$ cat src/rtl/thmr_pkg.sv
// thmr_pkg: shared widths, constants, codes and controller/datapath interface types
// for the triangle height max raster block. No dependencies.
package thmr_pkg;

  localparam int W_POS = 41;   // post position
  localparam int W_DIF = 42;   // post minus first vertex
  localparam int W_VEC = 33;   // edge vectors and height deltas
  localparam int W_T   = 77;   // d, vn, un and multiplier operand A
  localparam int W_MB  = 34;   // magnitude of multiplier operand B
  localparam int W_DIG = 17;   // multiplier digit of B
  localparam int W_PP  = W_T + W_DIG;
  localparam int W_P   = 111;  // unsigned product magnitude
  localparam int W_ACC = 112;  // signed accumulator
  localparam int W_R   = 68;   // divider remainder
  localparam int W_Q   = 33;   // quotient bits
  localparam int W_Z   = 35;   // height sum before saturation

  localparam logic signed [31:0] NODATA = -32'sd8388352;  // -32767.0 in Q.8

  localparam logic [1:0] FUNC_TRI   = 2'd0;
  localparam logic [1:0] FUNC_READ  = 2'd1;
  localparam logic [1:0] FUNC_CLEAR = 2'd2;

  localparam logic [1:0] REG_SPACING_X = 2'd0;
  localparam logic [1:0] REG_SPACING_Y = 2'd1;
  localparam logic [1:0] REG_ORIGIN_X  = 2'd2;
  localparam logic [1:0] REG_ORIGIN_Y  = 2'd3;

  // product terms in issue order
  typedef enum logic [2:0] {
    TERM_VX_UY, TERM_VY_UX, TERM_DPX_UY, TERM_DPY_UX,
    TERM_DPY_VX, TERM_DPX_VY, TERM_UN_UZ, TERM_VN_VZ
  } term_t;

  typedef struct packed {
    logic  capture;
    logic  pos;
    logic  diff;
    logic  mul_hi;
    logic  mul_lo;
    logic  mac;
    logic  norm;
    logic  test;
    logic  div_init;
    logic  div_step;
    logic  zsum;
    logic  mem_rd;
    logic  mem_wr;
    logic  clr_step;
    term_t term;
  } thmr_cmd_t;

  typedef struct packed {
    logic [1:0] func;
    logic       d_zero;
    logic       tri_ok;
    logic       clr_last;
  } thmr_sts_t;

endpackage

$ cat src/rtl/thmr_ctrl.sv
// thmr_ctrl: sequencer for the triangle height max raster datapath.
// Depends on thmr_pkg (command/status structs, term codes).
module thmr_ctrl
  import thmr_pkg::*;
(
  input  logic      clk,
  input  logic      rst,
  input  logic      in_valid,
  output logic      in_ready,
  output logic      out_valid,
  input  logic      out_ready,
  input  thmr_sts_t sts,
  output thmr_cmd_t cmd
);

  typedef enum logic [3:0] {
    ST_CLEAR, ST_IDLE, ST_POS, ST_DIFF, ST_MHI, ST_MLO, ST_MACC,
    ST_CHECK, ST_TEST, ST_DINIT, ST_DSTEP, ST_ZSUM, ST_MRD, ST_MWR
  } state_t;

  localparam int W_CNT = $clog2(W_Q);

  state_t           st, st_next;
  term_t            term, term_next;
  logic [W_CNT-1:0] dcnt, dcnt_next;
  logic             out_valid_next;
  logic             out_free;

  assign out_free = !out_valid || out_ready;
  assign in_ready = (st == ST_IDLE);

  always_comb begin
    st_next   = st;
    term_next = term;
    dcnt_next = dcnt;
    cmd       = '0;
    cmd.term  = term;
    unique case (st)
      ST_CLEAR: begin
        cmd.clr_step = 1'b1;
        if (sts.clr_last) st_next = ST_IDLE;
      end
      ST_IDLE: begin
        if (in_valid) begin
          cmd.capture = 1'b1;
          st_next     = ST_POS;
        end
      end
      ST_POS: begin
        cmd.pos = 1'b1;
        st_next = (sts.func == FUNC_TRI) ? ST_DIFF : ST_MRD;
      end
      ST_DIFF: begin
        cmd.diff  = 1'b1;
        term_next = TERM_VX_UY;
        st_next   = ST_MHI;
      end
      ST_MHI: begin
        cmd.mul_hi = 1'b1;
        st_next    = ST_MLO;
      end
      ST_MLO: begin
        cmd.mul_lo = 1'b1;
        st_next    = ST_MACC;
      end
      ST_MACC: begin
        cmd.mac = 1'b1;
        if (term == TERM_DPX_VY) begin
          st_next = ST_CHECK;
        end else if (term == TERM_VN_VZ) begin
          st_next = ST_DINIT;
        end else begin
          term_next = term_t'(term + 3'd1);
          st_next   = ST_MHI;
        end
      end
      ST_CHECK: begin
        cmd.norm = 1'b1;
        st_next  = sts.d_zero ? ST_MRD : ST_TEST;
      end
      ST_TEST: begin
        cmd.test = 1'b1;
        if (sts.tri_ok) begin
          term_next = TERM_UN_UZ;
          st_next   = ST_MHI;
        end else begin
          st_next = ST_MRD;
        end
      end
      ST_DINIT: begin
        cmd.div_init = 1'b1;
        dcnt_next    = W_CNT'(W_Q - 1);
        st_next      = ST_DSTEP;
      end
      ST_DSTEP: begin
        cmd.div_step = 1'b1;
        if (dcnt == '0) st_next = ST_ZSUM;
        else dcnt_next = dcnt - 1'b1;
      end
      ST_ZSUM: begin
        cmd.zsum = 1'b1;
        st_next  = ST_MRD;
      end
      ST_MRD: begin
        cmd.mem_rd = 1'b1;
        st_next    = ST_MWR;
      end
      ST_MWR: begin
        if (out_free) begin
          cmd.mem_wr = 1'b1;
          st_next    = ST_IDLE;
        end
      end
      default: st_next = ST_IDLE;
    endcase
  end

  always_comb begin
    out_valid_next = out_valid;
    if (cmd.mem_wr) out_valid_next = 1'b1;
    else if (out_ready) out_valid_next = 1'b0;
  end

  always_ff @(posedge clk) begin
    if (rst) begin
      st        <= ST_CLEAR;
      term      <= TERM_VX_UY;
      dcnt      <= '0;
      out_valid <= 1'b0;
    end else begin
      st        <= st_next;
      term      <= term_next;
      dcnt      <= dcnt_next;
      out_valid <= out_valid_next;
    end
  end

  a_load_free: assert property (@(posedge clk) disable iff (rst)
    cmd.mem_wr |-> (!out_valid || out_ready)) else $error("result loaded over pending result");
  a_mlo_after_mhi: assert property (@(posedge clk) disable iff (rst)
    (st == ST_MLO) |-> ($past(st) == ST_MHI)) else $error("low digit without high digit");
  a_div_len: assert property (@(posedge clk) disable iff (rst)
    (st == ST_DSTEP && dcnt == '0) |=> (st == ST_ZSUM)) else $error("divider step count");
  a_clear_quiet: assert property (@(posedge clk) disable iff (rst)
    (st == ST_CLEAR) |-> (!out_valid && !in_ready)) else $error("traffic during grid clear");

endmodule

$ cat config.mk
export PLATFORM = sky130hd
export DESIGN_NAME = thmr_ctrl
export DESIGN_NICKNAME = d
export VERILOG_FILES = /design/src/rtl/thmr_pkg.sv /design/src/rtl/thmr_ctrl.sv
export SDC_FILE = /design/constraint.sdc
export NUM_CORES = 1
export LEC_CHECK = 0
export ABC_AREA = 0
export BUFFER_PORTS_ARGS = -buffer_cell sky130_fd_sc_hd__buf_4
export CAP_MARGIN = 10
export CORE_MARGIN = 1
export CORE_UTILIZATION = 50
export DETAILED_ROUTE_END_ITERATION = 6
export GPL_ROUTABILITY_DRIVEN = 1
export GPL_TIMING_DRIVEN = 0
export PLACE_DENSITY = 0.76
export SKIP_LAST_GASP = 1
export SLEW_MARGIN = 20
export SYNTH_ARGS = -nofsm -noshare
export SYNTH_HDL_FRONTEND = slang
export SYNTH_SLANG_ARGS = --single-unit
$ cat constraint.sdc
create_clock -name clk -period 2.4 [get_ports clk]
set_input_delay 0.48 -clock clk [delete_from_list [all_inputs] [get_ports clk]]
set_output_delay 0.48 -clock clk [all_outputs]
set_load 0.05 [all_outputs]
==> results.md, run 1 <==
- The count of port buffers added during placement is 27.
- The total area inside the core boundary comes to around 2000 sq um.
- Across the VDD grid, the largest voltage drop is 0.6423 mV.
- The number of instances resized during post-cts repair is 0.
- Measured against its own limit, the worst slew margin works out to 68.40%.
- The delay contributed by the slowest stage of the critical path is between 0.3 and 0.4 ns.
- Max-cap violations in this run came to 0.
- Summing over every cut layer, the via total after detailed routing is 1056.
- The number of enable-type register cells in the synthesized netlist is 0.
- STA classifies the critical path endpoint as a primary output.
- The height of the die is 48.63 microns.
- The congestion estimate from routability-driven global placement came to 0.8604.
- In this run the worst hold path is classified as flop to flop.
- TritonCTS built the clock tree.
- The initial utilization of the core area, before any placement, comes to 54.31%.
- The number of routed nets with antenna violations is 0.
- The hold violation count in the final report came to 0.
- The slew at the pin with the worst max-slew slack is between 0.4 and 0.5 ns.
- The routed wirelength normalized by instance count is around 13 microns.
- In this run the worst path has a maximum fanout of 10.
- Between clock sinks in the finished design, the worst skew comes to around 0.0025 ns.
- The post-synthesis average cell area is 8.237 sq um.
- After synthesis, the share of flip-flops with an asynchronous set or reset is 0%.
- The final critical path takes up 87.75% of the cycle.
- The run finished with clean final reports.
- The smallest clock period supported by the final layout is computed as about 2.1 ns.
- Entering global routing, the biggest net connects 11 pins.
- The worst path meets setup with 0.2941 ns of slack.
- The synthesized design devotes to its leading area cell type approximately 26% of total area.
- The number of global-route vias before repair is 1000.
- The layout net count is 179.
- The cell type of the slowest stage on the worst timing path is clkbuf_1.
- OpenSTA, run right after detailed placement, puts the worst setup slack at 0.6422 ns.
- After synthesis, the cell types taking the most area are dfxtp_1, ha_1, nor2_1.
- The initialized floorplan defines 16 standard-cell rows.
- Excluding fillers, the count of instances in the completed layout stands at 190.
- The HPWL after detailed placement is about 1.9 mm.
- The number of setup buffers added after CTS is 0.
- The relative area change from synthesis to final layout is 25.09%.
- The number of nets in the synthesized netlist is 147.
- The required time at the endpoint of the critical path is approximately 1.9 ns.
- Together, buffers and inverters on the worst path number 3.
- The cell type contributing the most total cell area after synthesis is dfxtp_1.
- The final layout contains routed wiring with a total length of 2.470 mm.
- After synthesis the cells add up to 1087 sq um.
- For the worst setup path, the data arrival time is 1.63 ns.
- The horizontal extent of the die is 48.63 microns.
- The per-cell via count in the routed design is 5.558.
- Global routing consumed, over all layers together, 22.85% of the routing resources.
- The leftover overflow at the end of global routing is 0.
- The setup TNS is 0 ns.
- The post-synthesis instance total is 132.
- The total of flip-flops plus latches after synthesis is 14.
- The prevailing post-synth register cell is dfxtp_1.
- The startpoint identified for the worst register-to-register timing path is dcnt[0]$_SDFFE_PP0P_.
- The initial antenna violation count is 0.
- Hold repair after CTS inserted 0 buffers.
- The post-placement cell count is approximately 190.
- By startpoint and endpoint, the worst setup path is classified as flop to primary output.
- The maximum clock frequency is 0.4749 GHz.
- The clock insertion delay at the later pin of the skew report is between 0.2 and 0.3 ns.
- The total inserted antenna cells is 0.
- The CTS root buffer is clkbuf_4.
- The first global-routing pass estimated between 4 and 5 mm of wire.
- The DRC violations left is 0.
- The leakage power of the design is 0.5865 nW.
- For this block, the initial DRC count from the detailed router was 23.
- Cells fill 67.94% of the core in the end.
- Clock-pin slew was measured on the worst setup and hold paths at 0.09 ns.
- In this run the worst setup path begins at st[0]$_SDFFE_PP0P_.
- The family with the most delay on the worst path is buffers and inverters.
- For this design the top-level I/O count stands at 28.
- The longest clock path from root to sink contains 2 buffers.
- Setup repair after global routing left no endpoint under its margin.
- The CTS sink count is 14.
- In the final layout, the share of cells above drive strength 1 is between 20% and 30%.
- After synthesis, flip-flops and latches occupy 25.78% of the total area.
- The number of buffers created by CTS is 3.
- In this run the most critical hold path is launched from dcnt[0]$_SDFFE_PP0P_.
- Setup violations remaining at the end of the flow were counted as 0.
- Walking the worst path, the cells encountered are buf_6 > clkbuf_1 > nor2_1 > and3_1 > buf_4.
- The detailed-router iteration count before antenna repair is 4.
- Dividing total power by cell area gives a power density of 781.2 nW/um^2.
- After synthesis, the netlist uses between 40 and 50 different library cells.
- STA classifies the critical path startpoint as a flop.
- The final count of pins violating max slew was 0.
- In this run the number of H-tree levels came out at 1.
- The count of yosys warnings during synthesis is 0.
- The floorplan step defined a die boundary enclosing 2365 sq um.
-- synthesized netlist by cell type (all sizes together), types with 2 or more instances --
cell type   n
nand3       2
o22ai       2
nand4bb     2
nand2       4
o21a        3
nand2b      9
nor2b       3
nor2       18
o32ai       2
nor4        2
and2        2
a2111oi     2
o21ai       3
inv        10
dfxtp      14
xnor2       2
xor2        2
o211ai      3
ha          6
nand4b      2
nor3        4
clkbuf      2
and3        2
or2         2
a21oi       8
buf         6
-- registers in the layout, summed over array words and instances (netlist names) --
name	count
dcnt	6
st	4
term	3
out_valid	1
-- stage by stage --
stage                     area, sq um  hold slack, ns  total power (W)
after floorplan                  1087          0.4648        0.0007364
after global placement           1324          0.4877        0.0008778
after detailed placement         1324          0.4913        0.0008773
after CTS                        1360          0.5048         0.001060
after global routing             1360          0.5363         0.001112
final                            1360          0.5053         0.001063
-- layout by cell type (no fill, tap or decap), types with 2 or more instances in the layout --
| master | instances |
|---|---|
| inv_1 | 10 |
| a21oi_1 | 8 |
| nor2b_1 | 3 |
| nor3_1 | 3 |
| and2_1 | 2 |
| xor2_1 | 2 |
| o22ai_1 | 2 |
| nand2b_1 | 8 |
| buf_2 | 4 |
| buf_4 | 28 |
| dfxtp_1 | 14 |
| and3_1 | 2 |
| clkbuf_1 | 2 |
| o21ai_0 | 2 |
| a2111oi_0 | 2 |
| nand4b_1 | 2 |
| clkbuf_4 | 3 |
| or2_1 | 2 |
| nand2_1 | 3 |
| xnor2_1 | 2 |
| o211ai_1 | 3 |
| nand3_1 | 2 |
| ha_1 | 6 |
| nor2_1 | 18 |
| nor4_1 | 2 |
| o21a_1 | 3 |
-- worst register-to-register path: stages, from the launching register on --
cell     delay [ns]
dfxtp_1        0.34
inv_1          0.10
ha_1           0.18
or4b_1         0.50
o21ai_2        0.25
nor2b_1        0.18
a32o_1         0.15
-- metal layers --
layer  up-vias  wire length [microns]  track usage [%]
li1        531                      -                -
met1       475                   1093            27.99
met2        45                   1171            38.19
met3         5                    163            4.088
met4         0                     42            11.27
met5         -                      0                0
-- power by group --
| group | switching (W) | internal [W] |
|---|---|---|
| clock network | 0.0000881 | 0.0000925 |
| registers | 0.0000248 | 0.000256 |
| logic | 0.000387 | 0.000214 |
| total | 0.000500 | 0.000563 |
-- cells by family after synthesis --
| kind of cell | count (synthesis) | share of synthesized area [%] |
|---|---|---|
| and+or+nand+nor | 57 | 32.22 |
| adders and majority gates | 6 | 6.904 |
| muxes | 2 | 2.301 |
| buffers and inverters | 19 | 8.056 |
| AOI/OAI and AO/OA | 30 | 21.52 |
| xor gates and xnor gates | 4 | 3.223 |
| DFF | 14 | 25.78 |
-- worst paths after layout --
check | to | slack (ns) | cells after the start
worst min register to register | dcnt[0]$_SDFFE_PP0P_ | 0.51 | 2
worst max register to register | st[0]$_SDFFE_PP0P_ | 0.64 | 6
worst min-delay path | dcnt[0]$_SDFFE_PP0P_ | 0.51 | 2
worst max-delay path | cmd[5] | 0.29 | 5
-- layout make-up --
class	count	area, sq um
Timing Repair Buffer	27	202.7
Sequential cell	14	280.3
Buffer	8	46.29
Clock buffer	4	36.28
Multi-Input combinational cell	99	719.4
Tap cell	27	33.78
Inverter	11	41.29
Fill cell	186	641.9
No activity file was read; power rests on OpenSTA's default activity.
==> run 2: changes to the inputs <==
--- a/config.mk
+++ b/config.mk
@@ -13,6 +13,7 @@
 export DETAILED_ROUTE_END_ITERATION = 6
 export GPL_ROUTABILITY_DRIVEN = 1
 export GPL_TIMING_DRIVEN = 0
+export HOLD_SLACK_MARGIN = 0.08
 export PLACE_DENSITY = 0.76
 export SKIP_LAST_GASP = 1
 export SLEW_MARGIN = 20
==> constraint.sdc (replaced) <==
create_clock -name clk -period 2.35 [get_ports clk]
set_input_delay 0.47 -clock clk [delete_from_list [all_inputs] [get_ports clk]]
set_output_delay 0.47 -clock clk [all_outputs]
set_load 0.05 [all_outputs]
==> results.md, run 2 (synthesis results as in run 1) <==
- The net switching component of the power is 0.0005104 W (was 0.0004999 W).
- The relative area change from synthesis to final layout is 25.32% (was 25.09%).
- The count of vias placed by the detailed router is 1053 (was 1056).
- The required time at the endpoint of the critical path is 1.88 ns (was 1.92 ns).
- The area of the placeable core was 2002 sq um (unchanged).
- The height of the die came to 48.63 microns (unchanged).
- The power density over cell area is 797.9 nW/um^2 (was 781.2 nW/um^2).
- The number of routed nets with antenna violations is 0 (unchanged).
- The wire length after detailed routing was 2.506 mm (was 2.470 mm).
- The register-to-register setup slack is 0.61 ns (was 0.64 ns).
- The layout net count is 179 (unchanged).
- After layout, the worst path uses slightly below 90% of the clock period.
- The floorplan die area is 2365 sq um (unchanged).
- The all-layer global routing usage is 22.63% (was 22.85%).
- The number of cells traversed by the worst register-to-register path was 6 (unchanged).
- Result of the run: finished, final reports clean (unchanged).
- The largest driver fanout on the critical path is 10 (unchanged).
- The number of H-tree levels is 1 (unchanged).
- The switching share of total power is 46.94% (was 47.05%).
- The number of stages on the worst setup path came to 5 (unchanged).
- The per-cell via count in the routed design was 5.542 (was 5.558).
- The family with the most delay on the worst path is buffers and inverters (unchanged).
- The number of cells on the worst hold path is 2 (unchanged).
- Most frequent cells in the layout: buf_4, nor2_1, dfxtp_1, inv_1 (unchanged).
- The class of the worst hold path is flop to flop (unchanged).
- The max-capacitance violation count is 0 (unchanged).
- The wire length of the first global-routing pass was 4.133 mm (was 4.188 mm).
- The total inserted antenna cells was 0 (unchanged).
- The number of setup buffers added after CTS is 0 (unchanged).
- The slew at the pin with the worst max-slew slack came to 0.4832 ns (was 0.4620 ns).
- The share of power burned in combinational logic came to 57.3% (was 56.6%).
- The data arrival time of the worst path was 1.63 ns (about the same).
- The capturing element type of the critical path was a primary output (unchanged).
- The initial antenna violation count is 0 (unchanged).
- The detailed-router iteration count before antenna repair is 4 (unchanged).
- The horizontal extent of the die is 48.63 microns (unchanged).
- The half-perimeter wire length after placement is 1.966 mm (was 1.907 mm).
- The internal cell power was 0.0005768 W (was 0.0005626 W).
- The cell type of the slowest stage on the worst timing path is clkbuf_1 (unchanged).
- The critical path class is flop to primary output (unchanged).
- The total of endpoints with negative setup slack in the final report came to 0 (unchanged).
- The overall power was 0.001087 W (was 0.001063 W).
- Largest registers in the final layout: dcnt x6, st x4, term x3 (unchanged).
- The maximum number of pins on one net before global-route repair is 11 (unchanged).
- The CTS sink count is 14 (unchanged).
- The delay contributed by the slowest stage of the critical path came to 0.38 ns (was 0.37 ns).
- The share of final-layout standard cells stronger than drive strength 1 is 28.83% (was 28.22%).
- The clock insertion delay at the later pin of the skew report was 0.29 ns (about the same).
- The buffer depth of the longest clock path came to 2 (unchanged).
- The register share of total power came to 26.5% (was 26.4%).
- Counting I/O delays and the setup requirement, the final critical path takes roughly 2.1 ns.
- The number of instances resized during post-cts repair came to 0 (unchanged).
- The final core utilization is 68.06% (was 67.94%).
- The number of global-route vias before repair is 912 (was 1000).
- The flip-flop count of the largest register, all copies and words added is 6 (unchanged).
- The maximum vdd drop is 0.6678 mV (was 0.6423 mV).
- The worst-case clock skew is 0.002207 ns (was 0.002474 ns).
- The top register by number of flip-flops is dcnt (unchanged).
- The routed wirelength normalized by instance count was 13.19 microns (was 13.00 microns).
- The filler cell count is 183 (was 186).
- The clock input transition at the sequential cells of the worst setup and hold paths is 0.08 ns (was 0.09 ns).
- The leftover overflow at the end of global routing was 0 (unchanged).
- The commonest non-fill, non-tap cell in the layout is buf_4 (unchanged).
- The final count of pins violating max slew was 0 (unchanged).
- The number of primary I/O pins is 28 (unchanged).
- The clock tree from TritonCTS is built (unchanged).
- The detailed router's first-iteration violation count was 31 (was 23).
- The cts-stage hold buffer count was 0 (unchanged).
- The routability congestion estimate from global placement is 0.8756 (was 0.8604).
- The relative slew slack was 67.79% (was 68.40%).
- The leakage power of the design is 0.5863 nW (was 0.5865 nW).
- The setup TNS is 0 ns (unchanged).
- RSZ-0062 raised after global routing: false (unchanged).
- The DRC violations left is 0 (unchanged).
- The hold violation count in the final report is 0 (unchanged).
- The buffers plus inverters on the worst setup path is 3 (unchanged).
- The CTS root buffer is clkbuf_4 (unchanged).
- The initial cell density of the core is 54.31% (unchanged).
- The maximum clock frequency is 0.4757 GHz.
- The number of placement rows is 16 (unchanged).
- The relative contribution of the clock network to total power was 16.2% (was 17.0%).
- The critical path startpoint category is a flop (unchanged).
- The number of buffers created by CTS was 3 (unchanged).
- Cells along the critical path: buf_6 > clkbuf_1 > nor2_1 > and3_1 > buf_4 (unchanged).
- The count of port buffers added during placement is 27 (unchanged).
==> run 2: final timing paths <==
check,start,to
worst max-delay path,st[0]$_SDFFE_PP0P_,cmd[5]
worst min-delay path,dcnt[0]$_SDFFE_PP0P_,dcnt[0]$_SDFFE_PP0P_
worst max register to register,dcnt[0]$_SDFFE_PP0P_,dcnt[1]$_SDFFE_PP0P_
worst min register to register,dcnt[0]$_SDFFE_PP0P_,dcnt[0]$_SDFFE_PP0P_
==> run 2: layout make-up <==
type,count,area (sq um),area share (%)
multi-input combinational,99,721.9,52.98
sequential,14,280.3,20.57
timing repair buffer,27,202.7,14.88
buffer,8,46.29,3.398
inverter,11,41.29,3.030
clock buffer,4,36.28,2.663
tap,27,33.78,2.479
==> run 2: metal layers <==
layer | track usage (%) | routed length (microns)
met4 | 5.392 | 10
met2 | 37.04 | 1192
met1 | 29.04 | 1177
met3 | 6.604 | 125
met5 | 0 | 0
==> run 2: power by group through the flow <==
stage	clock (W)	sequential (W)	combinational, W
after detailed placement	0	0.000294	0.000618
final	0.000176	0.000288	0.000623
after CTS	0.000180	0.000288	0.000620
after global placement	0	0.000293	0.000611
after global routing	0.000190	0.000294	0.000663
after floorplan	0	0.000304	0.000452
==> run 2: worst register-to-register path, delay by kind of cell (launching register included) <==
family | cells | cell delay [ns]
AO/OA/AOI/OAI | 2 | 0.37
buffers and inverters | 1 | 0.10
AND/OR/NAND/NOR | 2 | 0.70
adder cells (fa/ha/maj) | 1 | 0.17
flip-flops | 1 | 0.34
==> run 2: per-stage QoR <==
stage	cells	hold WS [ns]	setup WS [ns]	area, sq um
2_1_floorplan	132	0.4648	0.01861	1090
3_3_place_gp	186	0.4916	0.5919	1326
3_5_place_dp	186	0.4940	0.5889	1326
4_1_cts	190	0.5079	0.2685	1363
5_1_grt	190	0.5267	0.1596	1363
6_report	190	0.5128	0.2480	1363
